===== config.mk =====
export PLATFORM = sky130hd
export DESIGN_NAME = visual_servo_pick_place_sequencer_unit
export DESIGN_NICKNAME = d
export VERILOG_FILES = /design/src/hw/rtl/vsps_pkg.sv /design/src/hw/rtl/visual_servo_pick_place_sequencer_unit.sv /design/src/hw/rtl/vsps_front.sv /design/src/hw/rtl/vsps_outq.sv /design/src/hw/rtl/vsps_core.sv
export SDC_FILE = /design/constraint.sdc
export NUM_CORES = 1
export LEC_CHECK = 0
export ABC_AREA = 1
export BUFFER_PORTS_ARGS = -buffer_cell sky130_fd_sc_hd__buf_2
export CORE_MARGIN = 4
export CORE_UTILIZATION = 38
export DETAILED_ROUTE_END_ITERATION = 16
export MAX_ROUTING_LAYER = met4
export SLEW_MARGIN = 10
export SYNTH_ARGS = -nofsm -noshare
export SYNTH_HDL_FRONTEND = slang
export SYNTH_SLANG_ARGS = --single-unit

===== constraint.sdc =====
create_clock -name clk -period 7.2 [get_ports clk]
set_input_delay 0.36 -clock clk [delete_from_list [all_inputs] [get_ports clk]]
set_output_delay 0.36 -clock clk [all_outputs]
set_load 0.03 [all_outputs]

===== src/hw/rtl/vsps_pkg.sv =====
// ============================================================================
// vsps_pkg
// Shared types and constants for the visual servo pick-and-place sequencer.
// ============================================================================
`default_nettype none

package vsps_pkg;

    // Queue sizes
    localparam int IQ_DEPTH = 4;
    localparam int IQ_AW    = $clog2(IQ_DEPTH);
    localparam int OQ_DEPTH = 4;
    localparam int OQ_AW    = $clog2(OQ_DEPTH);

    // Configuration port
    localparam int CFG_IDX_W  = 3;
    localparam int CFG_DATA_W = 13;

    localparam logic [CFG_IDX_W-1:0] REG_Y_STEP    = 3'd0;
    localparam logic [CFG_IDX_W-1:0] REG_X_STEP    = 3'd1;
    localparam logic [CFG_IDX_W-1:0] REG_DEADBAND  = 3'd2;
    localparam logic [CFG_IDX_W-1:0] REG_STABLE    = 3'd3;
    localparam logic [CFG_IDX_W-1:0] REG_LOST_MAX  = 3'd4;
    localparam logic [CFG_IDX_W-1:0] REG_MAX_STEP  = 3'd5;

    // Register reset values
    localparam logic signed [10:0] RST_Y_STEP   = -11'sd15;
    localparam logic signed [10:0] RST_X_STEP   = 11'sd30;
    localparam logic [7:0]         RST_DEADBAND = 8'd8;
    localparam logic [7:0]         RST_STABLE   = 8'd3;
    localparam logic [7:0]         RST_LOST_MAX = 8'd10;
    localparam logic [12:0]        RST_MAX_STEP = 13'd500;

    // Image centre
    localparam logic signed [9:0] MID_X = 10'sd160;
    localparam logic signed [8:0] MID_Y = 9'sd120;

    // Coordinates, 0.001 cm
    localparam logic signed [15:0] CAP_X   = 16'sd15000;
    localparam logic signed [15:0] CAP_Y   = 16'sd0;
    localparam logic signed [15:0] CAP_Z   = -16'sd3000;
    localparam logic signed [15:0] APPR_Z  = 16'sd4000;
    localparam logic signed [15:0] GRAB_Z  = -16'sd7000;
    localparam logic signed [15:0] PLACE_Z = -16'sd5000;
    localparam logic signed [15:0] RED_X   = 16'sd5000;
    localparam logic signed [15:0] RED_Y   = 16'sd12000;
    localparam logic signed [15:0] GRN_X   = 16'sd5000;
    localparam logic signed [15:0] GRN_Y   = -16'sd12000;
    localparam logic signed [15:0] BLU_X   = 16'sd20000;
    localparam logic signed [15:0] BLU_Y   = 16'sd0;
    localparam logic signed [17:0] X_MIN   = 18'sd10000;
    localparam logic signed [17:0] X_MAX   = 18'sd20000;
    localparam logic signed [17:0] Y_MIN   = -18'sd10000;
    localparam logic signed [17:0] Y_MAX   = 18'sd10000;

    // Color ids
    localparam logic [7:0] COLOR_RED   = 8'd1;
    localparam logic [7:0] COLOR_GREEN = 8'd2;
    localparam logic [7:0] COLOR_BLUE  = 8'd3;

    // Motion times, ms
    localparam logic [9:0] T_TRACK = 10'd80;
    localparam logic [9:0] T_HOME  = 10'd500;
    localparam logic [9:0] T_MOVE  = 10'd1000;
    localparam logic [9:0] T_CLAW  = 10'd200;
    localparam logic [9:0] T_NONE  = 10'd0;

    localparam logic [7:0] CLAW_OPEN = 8'd90;
    localparam logic [7:0] CLAW_NONE = 8'd0;

    // Command codes
    typedef enum logic [1:0] {
        CMD_NONE = 2'd0,
        CMD_ARM  = 2'd1,
        CMD_CLAW = 2'd2
    } vsps_cmd_t;

    // Sequence phases
    typedef enum logic [3:0] {
        PH_DETECT   = 4'd0,
        PH_TRACK_Y  = 4'd1,
        PH_TRACK_X  = 4'd2,
        PH_APPROACH = 4'd3,
        PH_GRAB     = 4'd4,
        PH_CLOSE    = 4'd5,
        PH_LIFT     = 4'd6,
        PH_PLACE    = 4'd7,
        PH_RETURN   = 4'd8
    } vsps_phase_t;

    // Back-end control states
    typedef enum logic [1:0] {
        CS_IDLE  = 2'd0,
        CS_MUL   = 2'd1,
        CS_EXEC  = 2'd2,
        CS_OPEN  = 2'd3
    } vsps_cstate_t;

    // Classified report, front to back
    typedef struct packed {
        logic              found;
        logic              sortable;
        logic [7:0]        color;
        logic signed [9:0] err_x;
        logic signed [8:0] err_y;
    } vsps_item_t;

    // One result
    typedef struct packed {
        vsps_cmd_t          command;
        logic signed [15:0] pos_x;
        logic signed [15:0] pos_y;
        logic signed [15:0] pos_z;
        logic [7:0]         claw_angle;
        logic [9:0]         move_time_ms;
        logic [3:0]         phase;
        logic               last;
    } vsps_result_t;

    // Result queue status seen by the back end
    typedef struct packed {
        logic room2;
    } vsps_oq_stat_t;

endpackage

`default_nettype wire


===== src/hw/rtl/visual_servo_pick_place_sequencer_unit.sv =====
// ============================================================================
// visual_servo_pick_place_sequencer_unit
// Camera-driven pick-and-place sequencer: report queue, sequencer, result queue.
// ============================================================================
//
//  Channel   Ports                                   Transfer when
//  -------   -------------------------------------   ----------------------
//  report    push, full, found, blob_color,          push && !full
//            blob_x, blob_y
//  result    empty, pop, command, pos_x, pos_y,      pop && !empty
//            pos_z, claw_angle, move_time_ms,
//            phase, last
//  config    cfg_we, cfg_index, cfg_wdata            cfg_we
//
//  The sequencer handles one report at a time, in control states IDLE, MUL
//  and EXEC (the place step adds OPEN and yields two results): pop from the
//  report queue, registered multiply, then clamp, update and result write.
//  A report needs two free result-queue slots to start; the report queue
//  holds 4 items and keeps taking transfers while results wait.
//  rst_n clears queues, phase state and registers to their defaults at once.
// ============================================================================
`default_nettype none

module visual_servo_pick_place_sequencer_unit
    import vsps_pkg::*;
(
    input  wire logic                  clk,
    input  wire logic                  rst_n,
    // Reports
    input  wire logic                  push,
    output logic                       full,
    input  wire logic                  found,
    input  wire logic [7:0]            blob_color,
    input  wire logic [8:0]            blob_x,
    input  wire logic [7:0]            blob_y,
    // Results
    output logic                       empty,
    input  wire logic                  pop,
    output logic [1:0]                 command,
    output logic signed [15:0]         pos_x,
    output logic signed [15:0]         pos_y,
    output logic signed [15:0]         pos_z,
    output logic [7:0]                 claw_angle,
    output logic [9:0]                 move_time_ms,
    output logic [3:0]                 phase,
    output logic                       last,
    // Configuration
    input  wire logic                  cfg_we,
    input  wire logic [CFG_IDX_W-1:0]  cfg_index,
    input  wire logic [CFG_DATA_W-1:0] cfg_wdata
);

    vsps_item_t    item;
    logic          item_valid;
    logic          item_take;
    vsps_oq_stat_t oq_stat;
    logic          res_push;
    vsps_result_t  res;
    vsps_result_t  head;

    // Report intake
    vsps_front u_front (
        .clk        (clk),
        .rst_n      (rst_n),
        .push       (push),
        .full       (full),
        .found      (found),
        .blob_color (blob_color),
        .blob_x     (blob_x),
        .blob_y     (blob_y),
        .item       (item),
        .item_valid (item_valid),
        .item_take  (item_take)
    );

    // Sequencer
    vsps_core u_core (
        .clk        (clk),
        .rst_n      (rst_n),
        .cfg_we     (cfg_we),
        .cfg_index  (cfg_index),
        .cfg_wdata  (cfg_wdata),
        .item       (item),
        .item_valid (item_valid),
        .item_take  (item_take),
        .oq_stat    (oq_stat),
        .res_push   (res_push),
        .res_out    (res)
    );

    // Result queue
    vsps_outq u_outq (
        .clk      (clk),
        .rst_n    (rst_n),
        .res_push (res_push),
        .res_in   (res),
        .stat     (oq_stat),
        .empty    (empty),
        .pop      (pop),
        .head     (head)
    );

    assign command      = head.command;
    assign pos_x        = head.pos_x;
    assign pos_y        = head.pos_y;
    assign pos_z        = head.pos_z;
    assign claw_angle   = head.claw_angle;
    assign move_time_ms = head.move_time_ms;
    assign phase        = head.phase;
    assign last         = head.last;

endmodule

`default_nettype wire


===== src/hw/rtl/vsps_front.sv =====
// ============================================================================
// vsps_front
// Accepts camera reports, classifies them and holds them in a short queue.
// ============================================================================
`default_nettype none

module vsps_front
    import vsps_pkg::*;
(
    input  wire logic        clk,
    input  wire logic        rst_n,
    input  wire logic        push,
    output logic             full,
    input  wire logic        found,
    input  wire logic [7:0]  blob_color,
    input  wire logic [8:0]  blob_x,
    input  wire logic [7:0]  blob_y,
    output vsps_item_t       item,
    output logic             item_valid,
    input  wire logic        item_take
);

    vsps_item_t         mem_reg [IQ_DEPTH];
    logic [IQ_AW-1:0]   wr_ptr_reg;
    logic [IQ_AW-1:0]   rd_ptr_reg;
    logic [IQ_AW:0]     count_reg;
    vsps_item_t         cls;
    logic               wr_en;
    logic               rd_en;

    // Classification of the incoming report
    always_comb
    begin
        cls.found    = found;
        cls.sortable = (blob_color >= COLOR_RED) && (blob_color <= COLOR_BLUE);
        cls.color    = blob_color;
        cls.err_x    = signed'({1'b0, blob_x}) - MID_X;
        cls.err_y    = signed'({1'b0, blob_y}) - MID_Y;
    end

    assign full       = (count_reg == (IQ_AW+1)'(IQ_DEPTH));
    assign item_valid = (count_reg != '0);
    assign item       = mem_reg[rd_ptr_reg];
    assign wr_en      = push && !full;
    assign rd_en      = item_take && item_valid;

    // Queue storage
    always_ff @(posedge clk)
    begin
        if (wr_en)
        begin
            mem_reg[wr_ptr_reg] <= cls;
        end
    end

    // Queue pointers
    always_ff @(posedge clk or negedge rst_n)
    begin
        if (!rst_n)
        begin
            wr_ptr_reg <= '0;
            rd_ptr_reg <= '0;
            count_reg  <= '0;
        end
        else
        begin
            if (wr_en)
            begin
                wr_ptr_reg <= wr_ptr_reg + 1'b1;
            end
            if (rd_en)
            begin
                rd_ptr_reg <= rd_ptr_reg + 1'b1;
            end
            if (wr_en && !rd_en)
            begin
                count_reg <= count_reg + 1'b1;
            end
            else if (rd_en && !wr_en)
            begin
                count_reg <= count_reg - 1'b1;
            end
        end
    end

endmodule

`default_nettype wire


===== src/hw/rtl/vsps_outq.sv =====
// ============================================================================
// vsps_outq
// Result queue between the sequencer and the consumer.
// ============================================================================
`default_nettype none

module vsps_outq
    import vsps_pkg::*;
(
    input  wire logic    clk,
    input  wire logic    rst_n,
    input  wire logic    res_push,
    input  wire vsps_result_t res_in,
    output vsps_oq_stat_t stat,
    output logic         empty,
    input  wire logic    pop,
    output vsps_result_t head
);

    vsps_result_t       mem_reg [OQ_DEPTH];
    logic [OQ_AW-1:0]   wr_ptr_reg;
    logic [OQ_AW-1:0]   rd_ptr_reg;
    logic [OQ_AW:0]     count_reg;
    logic               rd_en;

    assign empty      = (count_reg == '0);
    assign head       = mem_reg[rd_ptr_reg];
    assign rd_en      = pop && !empty;
    assign stat.room2 = (count_reg <= (OQ_AW+1)'(OQ_DEPTH - 2));

    // Storage
    always_ff @(posedge clk)
    begin
        if (res_push)
        begin
            mem_reg[wr_ptr_reg] <= res_in;
        end
    end

    // Pointers
    always_ff @(posedge clk or negedge rst_n)
    begin
        if (!rst_n)
        begin
            wr_ptr_reg <= '0;
            rd_ptr_reg <= '0;
            count_reg  <= '0;
        end
        else
        begin
            if (res_push)
            begin
                wr_ptr_reg <= wr_ptr_reg + 1'b1;
            end
            if (rd_en)
            begin
                rd_ptr_reg <= rd_ptr_reg + 1'b1;
            end
            if (res_push && !rd_en)
            begin
                count_reg <= count_reg + 1'b1;
            end
            else if (rd_en && !res_push)
            begin
                count_reg <= count_reg - 1'b1;
            end
        end
    end

endmodule

`default_nettype wire


===== src/hw/rtl/vsps_core.sv =====
// ============================================================================
// vsps_core
// Sequencer back end: configuration registers, phase state and tracking math.
// ============================================================================
`default_nettype none

module vsps_core
    import vsps_pkg::*;
(
    input  wire logic                  clk,
    input  wire logic                  rst_n,
    input  wire logic                  cfg_we,
    input  wire logic [CFG_IDX_W-1:0]  cfg_index,
    input  wire logic [CFG_DATA_W-1:0] cfg_wdata,
    input  wire vsps_item_t            item,
    input  wire logic                  item_valid,
    output logic                       item_take,
    input  wire vsps_oq_stat_t         oq_stat,
    output logic                       res_push,
    output vsps_result_t               res_out
);

    // Configuration
    logic signed [10:0] y_step_reg;
    logic signed [10:0] x_step_reg;
    logic [7:0]         deadband_reg;
    logic [7:0]         stable_reg;
    logic [7:0]         lost_max_reg;
    logic [12:0]        max_step_reg;

    // Control
    vsps_cstate_t       cstate_reg, cstate_next;
    vsps_phase_t        phase_reg, phase_next;
    logic               confirm_reg, confirm_next;
    logic [7:0]         color_reg, color_next;
    logic [7:0]         centred_reg, centred_next;
    logic [7:0]         missed_reg, missed_next;
    logic               moved_reg, moved_next;
    logic signed [15:0] aim_x_reg, aim_x_next;
    logic signed [15:0] aim_y_reg, aim_y_next;
    logic signed [15:0] pick_x_reg, pick_x_next;
    logic signed [15:0] pick_y_reg, pick_y_next;

    // Datapath
    vsps_item_t         item_reg;
    logic signed [20:0] prod_reg;
    logic [9:0]         err_abs_reg;
    logic signed [9:0]  err_sel;
    logic signed [10:0] gain_sel;
    logic signed [20:0] prod_next;
    logic [9:0]         err_abs_next;

    logic signed [20:0] lim;
    logic signed [20:0] corr;
    logic signed [17:0] base;
    logic signed [17:0] sum;
    logic signed [17:0] lo_lim;
    logic signed [17:0] hi_lim;
    logic signed [15:0] clamped;
    logic [7:0]         centred_inc;
    logic [7:0]         missed_inc;
    logic               is_y;
    logic               seen;

    // Configuration writes
    always_ff @(posedge clk or negedge rst_n)
    begin
        if (!rst_n)
        begin
            y_step_reg   <= RST_Y_STEP;
            x_step_reg   <= RST_X_STEP;
            deadband_reg <= RST_DEADBAND;
            stable_reg   <= RST_STABLE;
            lost_max_reg <= RST_LOST_MAX;
            max_step_reg <= RST_MAX_STEP;
        end
        else if (cfg_we)
        begin
            unique case (cfg_index)
                REG_Y_STEP:   y_step_reg   <= signed'(cfg_wdata[10:0]);
                REG_X_STEP:   x_step_reg   <= signed'(cfg_wdata[10:0]);
                REG_DEADBAND: deadband_reg <= cfg_wdata[7:0];
                REG_STABLE:   stable_reg   <= cfg_wdata[7:0];
                REG_LOST_MAX: lost_max_reg <= cfg_wdata[7:0];
                REG_MAX_STEP: max_step_reg <= cfg_wdata[12:0];
                default:      ;
            endcase
        end
    end

    // Multiply stage: pixel error times gain for the active axis
    assign is_y     = (phase_reg == PH_TRACK_Y);
    assign err_sel  = is_y ? item_reg.err_x : 10'(item_reg.err_y);
    assign gain_sel = is_y ? y_step_reg : x_step_reg;

    always_comb
    begin
        prod_next    = err_sel * gain_sel;
        err_abs_next = err_sel[9] ? 10'(-err_sel) : 10'(err_sel);
    end

    always_ff @(posedge clk)
    begin
        if (item_take)
        begin
            item_reg <= item;
        end
        if (cstate_reg == CS_MUL)
        begin
            prod_reg    <= prod_next;
            err_abs_reg <= err_abs_next;
        end
    end

    // Step clamp, add to aim, target clamp
    always_comb
    begin
        lim    = signed'({8'b0, max_step_reg});
        if (prod_reg > lim)
        begin
            corr = lim;
        end
        else if (prod_reg < -lim)
        begin
            corr = -lim;
        end
        else
        begin
            corr = prod_reg;
        end
        base   = is_y ? 18'(aim_y_reg) : 18'(aim_x_reg);
        lo_lim = is_y ? Y_MIN : X_MIN;
        hi_lim = is_y ? Y_MAX : X_MAX;
        sum    = base + corr[17:0];
        if (sum < lo_lim)
        begin
            clamped = lo_lim[15:0];
        end
        else if (sum > hi_lim)
        begin
            clamped = hi_lim[15:0];
        end
        else
        begin
            clamped = sum[15:0];
        end
    end

    assign centred_inc = (centred_reg == 8'hFF) ? centred_reg : centred_reg + 8'd1;
    assign missed_inc  = (missed_reg == 8'hFF) ? missed_reg : missed_reg + 8'd1;
    assign seen        = item_reg.found && (item_reg.color == color_reg);

    // State registers
    always_ff @(posedge clk or negedge rst_n)
    begin
        if (!rst_n)
        begin
            cstate_reg  <= CS_IDLE;
            phase_reg   <= PH_DETECT;
            confirm_reg <= 1'b0;
            color_reg   <= '0;
            centred_reg <= '0;
            missed_reg  <= '0;
            moved_reg   <= 1'b0;
            aim_x_reg   <= CAP_X;
            aim_y_reg   <= CAP_Y;
            pick_x_reg  <= CAP_X;
            pick_y_reg  <= CAP_Y;
        end
        else
        begin
            cstate_reg  <= cstate_next;
            phase_reg   <= phase_next;
            confirm_reg <= confirm_next;
            color_reg   <= color_next;
            centred_reg <= centred_next;
            missed_reg  <= missed_next;
            moved_reg   <= moved_next;
            aim_x_reg   <= aim_x_next;
            aim_y_reg   <= aim_y_next;
            pick_x_reg  <= pick_x_next;
            pick_y_reg  <= pick_y_next;
        end
    end

    // Sequencer: next state and results
    always_comb
    begin
        cstate_next  = cstate_reg;
        phase_next   = phase_reg;
        confirm_next = confirm_reg;
        color_next   = color_reg;
        centred_next = centred_reg;
        missed_next  = missed_reg;
        moved_next   = moved_reg;
        aim_x_next   = aim_x_reg;
        aim_y_next   = aim_y_reg;
        pick_x_next  = pick_x_reg;
        pick_y_next  = pick_y_reg;
        item_take    = 1'b0;
        res_push     = 1'b0;

        res_out.command      = CMD_NONE;
        res_out.pos_x        = '0;
        res_out.pos_y        = '0;
        res_out.pos_z        = '0;
        res_out.claw_angle   = CLAW_NONE;
        res_out.move_time_ms = T_NONE;
        res_out.phase        = phase_reg;
        res_out.last         = 1'b1;

        unique case (cstate_reg)
            CS_IDLE:
            begin
                if (item_valid && oq_stat.room2)
                begin
                    item_take   = 1'b1;
                    cstate_next = CS_MUL;
                end
            end

            CS_MUL:
            begin
                cstate_next = CS_EXEC;
            end

            CS_EXEC:
            begin
                res_push    = 1'b1;
                cstate_next = CS_IDLE;
                unique case (phase_reg)
                    PH_DETECT:
                    begin
                        if (item_reg.found && item_reg.sortable)
                        begin
                            if (confirm_reg)
                            begin
                                confirm_next = 1'b0;
                                color_next   = item_reg.color;
                                aim_x_next   = CAP_X;
                                aim_y_next   = CAP_Y;
                                centred_next = '0;
                                missed_next  = '0;
                                moved_next   = 1'b0;
                                phase_next   = PH_TRACK_Y;
                            end
                            else
                            begin
                                confirm_next = 1'b1;
                            end
                        end
                        else
                        begin
                            confirm_next = 1'b0;
                        end
                    end

                    PH_TRACK_Y, PH_TRACK_X:
                    begin
                        if (!seen)
                        begin
                            // Target lost
                            centred_next = '0;
                            if (moved_reg)
                            begin
                                pick_x_next = aim_x_reg;
                                pick_y_next = aim_y_reg;
                                phase_next  = PH_APPROACH;
                            end
                            else
                            begin
                                missed_next = missed_inc;
                                if (missed_inc >= lost_max_reg)
                                begin
                                    confirm_next = 1'b0;
                                    color_next   = '0;
                                    missed_next  = '0;
                                    moved_next   = 1'b0;
                                    aim_x_next   = CAP_X;
                                    aim_y_next   = CAP_Y;
                                    pick_x_next  = CAP_X;
                                    pick_y_next  = CAP_Y;
                                    phase_next   = PH_DETECT;
                                    res_out.command      = CMD_ARM;
                                    res_out.pos_x        = CAP_X;
                                    res_out.pos_y        = CAP_Y;
                                    res_out.pos_z        = CAP_Z;
                                    res_out.move_time_ms = T_HOME;
                                end
                            end
                        end
                        else if (err_abs_reg <= {2'b0, deadband_reg})
                        begin
                            // Centred on this axis
                            missed_next  = '0;
                            centred_next = centred_inc;
                            if (centred_inc >= stable_reg)
                            begin
                                if (is_y)
                                begin
                                    centred_next = '0;
                                    phase_next   = PH_TRACK_X;
                                end
                                else
                                begin
                                    pick_x_next = aim_x_reg;
                                    pick_y_next = aim_y_reg;
                                    phase_next  = PH_APPROACH;
                                end
                            end
                        end
                        else
                        begin
                            // Corrective move
                            missed_next  = '0;
                            centred_next = '0;
                            moved_next   = 1'b1;
                            if (is_y)
                            begin
                                aim_y_next = clamped;
                            end
                            else
                            begin
                                aim_x_next = clamped;
                            end
                            res_out.command      = CMD_ARM;
                            res_out.pos_x        = is_y ? aim_x_reg : clamped;
                            res_out.pos_y        = is_y ? clamped : aim_y_reg;
                            res_out.pos_z        = CAP_Z;
                            res_out.move_time_ms = T_TRACK;
                        end
                    end

                    PH_APPROACH:
                    begin
                        res_out.command      = CMD_ARM;
                        res_out.pos_x        = pick_x_reg;
                        res_out.pos_y        = pick_y_reg;
                        res_out.pos_z        = APPR_Z;
                        res_out.move_time_ms = T_MOVE;
                        phase_next           = PH_GRAB;
                    end

                    PH_GRAB:
                    begin
                        res_out.command      = CMD_ARM;
                        res_out.pos_x        = pick_x_reg;
                        res_out.pos_y        = pick_y_reg;
                        res_out.pos_z        = GRAB_Z;
                        res_out.move_time_ms = T_MOVE;
                        phase_next           = PH_CLOSE;
                    end

                    PH_CLOSE:
                    begin
                        res_out.command      = CMD_CLAW;
                        res_out.move_time_ms = T_CLAW;
                        phase_next           = PH_LIFT;
                    end

                    PH_LIFT:
                    begin
                        res_out.command      = CMD_ARM;
                        res_out.pos_x        = pick_x_reg;
                        res_out.pos_y        = pick_y_reg;
                        res_out.pos_z        = CAP_Z;
                        res_out.move_time_ms = T_MOVE;
                        phase_next           = PH_PLACE;
                    end

                    PH_PLACE:
                    begin
                        // Move to the bin, claw opens in the next cycle
                        res_out.command      = CMD_ARM;
                        res_out.pos_z        = PLACE_Z;
                        res_out.move_time_ms = T_MOVE;
                        res_out.last         = 1'b0;
                        priority if (color_reg == COLOR_RED)
                        begin
                            res_out.pos_x = RED_X;
                            res_out.pos_y = RED_Y;
                        end
                        else if (color_reg == COLOR_GREEN)
                        begin
                            res_out.pos_x = GRN_X;
                            res_out.pos_y = GRN_Y;
                        end
                        else if (color_reg == COLOR_BLUE)
                        begin
                            res_out.pos_x = BLU_X;
                            res_out.pos_y = BLU_Y;
                        end
                        else
                        begin
                            res_out.pos_x = CAP_X;
                            res_out.pos_y = CAP_Y;
                            res_out.pos_z = APPR_Z;
                        end
                        phase_next  = PH_RETURN;
                        cstate_next = CS_OPEN;
                    end

                    default:
                    begin
                        // Return to capture pose and restart
                        res_out.command      = CMD_ARM;
                        res_out.pos_x        = CAP_X;
                        res_out.pos_y        = CAP_Y;
                        res_out.pos_z        = CAP_Z;
                        res_out.move_time_ms = T_HOME;
                        confirm_next = 1'b0;
                        color_next   = '0;
                        centred_next = '0;
                        missed_next  = '0;
                        moved_next   = 1'b0;
                        aim_x_next   = CAP_X;
                        aim_y_next   = CAP_Y;
                        pick_x_next  = CAP_X;
                        pick_y_next  = CAP_Y;
                        phase_next   = PH_DETECT;
                    end
                endcase
                res_out.phase = phase_next;
            end

            CS_OPEN:
            begin
                // Second result of the place step
                res_push             = 1'b1;
                res_out.command      = CMD_CLAW;
                res_out.claw_angle   = CLAW_OPEN;
                res_out.move_time_ms = T_NONE;
                res_out.phase        = phase_reg;
                res_out.last         = 1'b1;
                cstate_next          = CS_IDLE;
            end

            default:
            begin
                cstate_next = CS_IDLE;
            end
        endcase
    end

endmodule

`default_nettype wire


==> run_results.csv <==
group,metric,value,unit
outcome,status,"completed",
floorplan,dieHeight,296,µm
clock_tree,clk_latency,0.66,ns
synthesis,postSynthAreaPerCell,9.67,µm²
grt,grt_use_total,0.190,
final_layout,fill_cells,7845,
routing,drc,0,
grt,grt_antenna_before_repair,6,
routing,wl,81.3,mm
worst_hold_path,min-delay-path-class,"primary input to register",
synthesis,seq_area_frac_synth,0.516,
setup_path,start_kind,"register",
final_layout,nets,3734,
setup_path,crit_arrival,7.12,ns
routing,drt_iter0_markers,1702,
setup_path,end_kind,"register",
setup_path,worst_path_largest_cell_delay,0.51,ns
synthesis,ys.flop_type,"edfxtp_1",
sta,setup_viol,0,
synthesis,async_reset_ff_frac,0.297,
placement,dpl-instance-area,33500,µm²
synthesis,yosys_register_bits,569,
clock_tree,clk_pin_slew,0.06,ns
placement,hpwlAfterDp,56.0,mm
setup_path,cp.required,7.60,ns
clock_tree,cts_tree,"built",
final_layout,stdcell_area,36400,µm²
grt,gr-total-overflow,0,
floorplan,core-area,82200,µm²
setup_path,path_common_cell,"nand2_1",
setup_path,path_class,"register to register",
grt,grt_pass1_wl,127,mm
routing,dr_wl_met3,3.62,mm
routing,wl_per_cell,17.9,µm
floorplan,rows,105,
final_layout,drive_above_1_share,0.139,
clock_tree,cts_inserted_buffers,61,
sta,period_needed,6.72,ns
routing,drtPass1Iterations,5,
synthesis,synth_cells,3267,
synthesis,synth_edf_count,400,
sta,fin_crit_sh,0.933,
final_layout,syn2layout_area_growth,15.1,%
final_layout,largest_register_ffs,224,
floorplan,die_x,296,µm
sta,relSlewSlack,0.322,
clock_tree,cts_buffer_depth,3,
setup_path,crit_start,"u_core.max_step_reg[0]",
placement,dp_worst_setup_slack,0.0405,ns
clock_tree,root_buffer,"clkbuf_16",
clock_tree,htree_levels,2,
grt,grt_pass1_vias,22600,
routing,viasPerCell,5.09,
routing,top_layer_used,"met4",
floorplan,initial_utilization,0.384,
sta,setup_slack,0.484,ns
grt,grt_max_degree,132,
routing,num_vias,23200,
synthesis,netlist_area,31600,µm²
routing,route.met2.wl,39.5,mm
sta,final_max_slew_viol_count,0,
floorplan,dieArea,87800,µm²
sta,finClkSkew,0.0633,ns
setup_path,cp_max_fo,13,
placement,io_buffers,112,
setup_path,reg2reg_from,"u_core.max_step_reg[0]",
worst_hold_path,hp-start,"blob_x[5]",
sta,tightestPinTransition,1.02,ns
clock_tree,cts_sinks,569,
final_layout,final_common_cell,"nand2_1",
flow_run,maxCapViolations,0,
sta,hold_viol_final,0,
floorplan,boundaryPins,122,
synthesis,ys_warn_count,0,
routing,ant_nets,0,
setup_path,cp_slowest_cell,"or4_1",
synthesis,yosysUniqueCellTypes,63,
final_layout,layout_common_cells,"nand2_1 (497), inv_1 (402), edfxtp_1 (400)",
placement,globalplace.congestion,0.943,
sta,fmax,0.149,GHz
routing,wl_met1,36.0,mm
[critical path, delay by kind of cell, from the launching register on]
kind	cells	cell delay (ns)
flops	1	0.42
compound gates	6	0.81
fa+ha+maj	4	1.13
simple gates	22	3.19
buf+inv	6	0.82
xor+xnor	1	0.17
[kinds of logic after synthesis]
group / after synthesis / synth area share
simple gates: 1104 / 0.143
flops: 569 / 0.516
mux: 2 / 0.000713
xor+xnor: 72 / 0.0216
other cells: 1 / 0.000119
fa+ha+maj: 262 / 0.128
buf+inv: 559 / 0.0701
compound gates: 698 / 0.121
[timing repair]
action / CTS / global route
endpoints found under the setup margin: 0 / 161
hold buffers: 19 / 0
setup buffers: 0 / 18
hold endpoints to repair: 107 / 0
gates resized for setup: 0 / 104
[final timing paths]
kind	to	slack, ns	cells after the start
max	u_outq.mem_reg[1][42]	0.48	39
min	u_front.mem_reg[2][14]	0.05	2
max reg2reg	u_outq.mem_reg[1][42]	0.48	39
min reg2reg	u_core.stable_reg[5]	0.48	2
max in group asynchronous	u_outq.rd_ptr_reg[0]	5.79	3
min in group asynchronous	u_core.x_step_reg[7]	0.22	2
[through the flow]
| stage | instances | hold slack (ns) | util | TNS, ns |
|---|---|---|---|---|
| floorplan | 3275 | 0.0644 | - | 0 |
| global route | 4553 | 0.0505 | 0.442 | -0.525 |
| detailed placement | 4393 | 0.294 | 0.407 | 0 |
| finish | 4553 | 0.0497 | 0.442 | 0 |
| global placement | 4393 | 0.296 | 0.407 | 0 |
| CTS | 4527 | 0.0163 | 0.435 | 0 |
[layout make-up]
class	instances	area, µm²	area share
antenna	6	15.0	0.000413
tap	1070	1340	0.0368
multi-input combinational	2149	13600	0.374
sequential	569	16300	0.448
clock inverter	24	349	0.00960
timing repair buffer	219	1450	0.0399
inverter	425	1600	0.0440
clock buffer	91	1730	0.0476
[synth_stat cells (5+ instances only)]
cell type | count | share of area
buf_4 | 18 | 0.0043
o21ai_1 | 61 | 0.0097
o211ai_1 | 5 | 0.0012
inv_2 | 12 | 0.0014
a21oi_2 | 6 | 0.0017
a21o_1 | 11 | 0.0026
fa_1 | 102 | 0.065
a31oi_1 | 5 | 0.00099
nand3_1 | 106 | 0.017
ha_1 | 160 | 0.063
dfrtp_1 | 132 | 0.10
nor2_1 | 397 | 0.047
or2_2 | 12 | 0.0024
o21ai_0 | 343 | 0.054
dfstp_2 | 37 | 0.031
nand4_1 | 19 | 0.0038
a21oi_1 | 132 | 0.021
o22ai_1 | 103 | 0.020
nand2_1 | 507 | 0.060
nor3_2 | 5 | 0.0016
xnor2_1 | 15 | 0.0042
inv_1 | 411 | 0.049
nor3_1 | 29 | 0.0046
nand2_2 | 7 | 0.0014
nor4_1 | 9 | 0.0018
buf_1 | 6 | 0.00071
xor2_1 | 53 | 0.015
clkbuf_1 | 89 | 0.011
edfxtp_1 | 400 | 0.38
buf_2 | 17 | 0.0027
[metal layers]
metal,vias to the layer above,track usage
met2,565,0.318
li1,11300,-
met3,138,0.0204
met4,0,0.0547
met5,-,-
met1,11200,0.247
Power is left out: the tool's default activity adds up to more than one toggle a clock period on the data nets, which glitch-free logic cannot reach.
